--- src/rtl/epr_delay.sv ---
// Enable-gated delay line used to keep side data aligned with the pipeline.
// Depends on nothing.
`timescale 1ns / 1ps
`default_nettype none
module epr_delay #(
  parameter int W = 16,
  parameter int D = 2
) (
  input  wire logic         clk_i,
  input  wire logic         en_i,
  input  wire logic [W-1:0] d_i,
  output logic      [W-1:0] q_o
);

  logic [W-1:0] tap_q [D];

  always_ff @(posedge clk_i) begin
    if (en_i) begin
      tap_q[0] <= d_i;
      for (int k = 1; k < D; k++) begin
        tap_q[k] <= tap_q[k-1];
      end
    end
  end

  assign q_o = tap_q[D-1];

endmodule
`default_nettype wire

--- config.mk ---
export PLATFORM = sky130hd
export DESIGN_NAME = epr_delay
export DESIGN_NICKNAME = d
export VERILOG_FILES = /design/src/rtl/epr_delay.sv
export SDC_FILE = /design/constraint.sdc
export NUM_CORES = 1
export LEC_CHECK = 0
export ABC_AREA = 1
export BUFFER_PORTS_ARGS = -buffer_cell sky130_fd_sc_hd__buf_4
export CAP_MARGIN = 10
export CORE_UTILIZATION = 48
export CTS_CLUSTER_SIZE = 14
export DETAILED_ROUTE_END_ITERATION = 7
export GPL_ROUTABILITY_DRIVEN = 0
export GPL_TIMING_DRIVEN = 0
export PLACE_DENSITY = 0.72
export RECOVER_POWER = 25
export SLEW_MARGIN = 10
export SYNTH_ARGS = -nofsm -noshare
export SYNTH_HDL_FRONTEND = slang
export SYNTH_SLANG_ARGS = --single-unit
export TNS_END_PERCENT = 50
--- constraint.sdc ---
create_clock -name clk_i -period 0.8 [get_ports clk_i]
set_input_delay 0.08 -clock clk_i [delete_from_list [all_inputs] [get_ports clk_i]]
set_output_delay 0.08 -clock clk_i [all_outputs]
set_load 0.01 [all_outputs]
==> results.py <==
metrics = {
    "status": {
        "status": "finished with violations",
        "violations": "setup timing",
    },
    "clocking": {
        "h-tree-depth": 2,
        "clkSinkCount": 32,
        "clk_path_buf_depth": 2,
        "clk_latency_ps": 300,
        "cts.clk_slew.worst_paths_ps": 80,
        "tritoncts": "yes",
        "cts_root_buffer": "clkbuf_4",
        "numCtsBuffers": 5,
        "post-cts-setup-buffers": 0,
    },
    "die": {
        "initial_utilization": 0.5294,
        "fp.coreArea_um2": 2042,
        "ios": 34,
        "die_w_um": 49.46,
        "row_count": 16,
        "die_area_um2": 2446,
        "die_y_um": 49.46,
    },
    "critical_path": {
        "cpMaxStageDelayCell": "edfxtp_1",
        "cp-start-kind": "register",
        "end_kind": "primary output",
        "path_delay_family": "flip-flops",
        "cp.arrival_ps": 850,
        "crit_buf_inv": 1,
        "worstSetupPathType": "register to primary output",
        "cpPeakStageDelay_ps": 390,
        "worstPathMaxFanout": 1,
        "cp_cell_sequence": "buf_4",
        "required_ps": 720,
    },
    "layout": {
        "final_layout_size_suffix_gt1_frac": 0.4270,
        "final_area_um2": 1498,
        "postLayoutCoreUtil": 0.7335,
        "top_regs": "tap_q x32",
        "stdcell_count": 116,
        "largest_register_ffs": 32,
        "syn2layout_area_growth_pct": 38.54,
        "n_antenna_cell": 0,
        "multi_input_area_um2": 0,
        "largest_register": "tap_q",
        "final_nets": 106,
        "multi_input_gates": 0,
    },
    "logic_synthesis": {
        "synth_edf_count": 32,
        "yosys-top-cells-count": "32 x edfxtp_1, 16 x buf_4",
        "yosysTopAreaCell": "edfxtp_1",
        "ys_ff_latch": 32,
        "ys_async_sr_fraction": 0,
        "seq_area_frac_synth": 0.8889,
        "synthTopCellsByArea": "edfxtp_1 89%, buf_4 11%",
        "synth_top_area_share": 0.8889,
        "syn_inst": 48,
        "synth.distinct_cells": 2,
        "syn_avg_cell_area_um2": 22.52,
        "synth_fp_nets": 66,
        "yosys_warnings": 0,
        "synthFlopType": "edfxtp_1",
        "synth.most_common_cell": "edfxtp_1",
        "syn_area_um2": 1081,
    },
    "routing": {
        "top_layer": "met4",
        "wl_per_cell_um": 11.42,
        "via_count": 498,
        "wl_met3_um": 74,
        "wl_met2_um": 724,
        "vias_per_cell": 4.293,
        "post-route-drc-count": 0,
        "drt_iter0_markers": 8,
        "wirelength_mm": 1.325,
        "drtPass1Iterations": 2,
        "met1Wirelength_um": 496,
        "drtAntennaViolNets": 0,
    },
    "timing": {
        "period_share": 1.165,
        "rsz0062_at_grt": "true",
        "setup_slack_ps": -131.6,
        "fin_skew_ps": 3.863,
        "maxSlewHeadroom": 0.5019,
        "min_period_ps": 931.6,
        "setup_viol": 16,
        "drv_slew": 0,
        "max_freq_mhz": 1073,
        "whs_ps": 422.4,
        "worst_pin_slew_ps": 747.1,
        "hold_viol_final": 0,
        "tns_ps": -1638,
    },
    "placement": {
        "io_buffers": 33,
        "place_ws_ps": 24.36,
        "dpl.cell_count": 108,
        "dpl_cell_area_um2": 1363,
    },
    "grt": {
        "track_usage": 0.1266,
        "grt_pass1_vias": 464,
        "grt_start_max_net_pins": 33,
        "grt_pass1_wl_mm": 2.076,
        "antenna_found_initial": 0,
        "grt_remaining_overflow": 0,
    },
    "power_and_ir_drop": {
        "powerDensity_nw_per_um2": 2058,
        "fin_total_pwr_mw": 3.082,
        "leakage_nw": 0.5810,
        "ir_drop_mv": 1.508,
    },
    "min_path": {
        "min_path_type": "register to register",
    },
    "job": {
        "maxCapViolations": 0,
    },
}
[path summary, 6_finish.rpt]
check / end / from / slack [ps] / depth (start not counted)
worst max register to register: tap_q[0][16]$_DFFE_PP_ / tap_q[0][0]$_DFFE_PP_ / 150 / 0
worst min register to register: tap_q[0][31]$_DFFE_PP_ / tap_q[0][15]$_DFFE_PP_ / 420 / 0
worst max-delay path: q_o[0] / tap_q[0][16]$_DFFE_PP_ / -130 / 1
worst min-delay path: tap_q[0][31]$_DFFE_PP_ / tap_q[0][15]$_DFFE_PP_ / 420 / 0
[layer usage]
layer  track usage  vias to the layer above
met1        0.1210                      227
li1              -                      242
met4       0.08571                        0
met3       0.04630                        5
met2        0.2237                       24
met5             0                        -
[final cells by class]
class | instances | area [um2]
fillers | 132 | 544.3
clock buffers | 7 | 45.04
clock inverters | 1 | 3.754
flip-flops and latches | 32 | 960.9
repair buffers | 49 | 454.2
well taps | 27 | 33.78
[logic make-up (layout without fill, tap and decap cells)]
family,count (synthesis),after routing,synth area share
buf+inv,16,57,0.1111
flops,32,32,0.8889
[cell usage in the layout, fill, tap and decap left out]
master,n
edfxtp_1,32
buf_4,19
dlygate4sd3_1,16
buf_6,13
clkbuf_4,5
clkbuf_1,2
clkinv_1,1
clkbuf_2,1
[report_power, final]
group / leakage [nW] / switching [mW] / internal [mW]
combinational: 0.241 / 0.0969 / 0.187
clock: 0.0269 / 0.436 / 0.337
sequential: 0.313 / 0.0374 / 1.99
[repair_timing]
item / 4_1_cts / 5_1_grt
endpoints found under the hold margin: 16 / 0
resized for setup: 5 / 8
endpoints found under the setup margin: 16 / 16
cloned: 0 / 0
hold buffers: 16 / 0
Power figures use the tool's default switching activity.
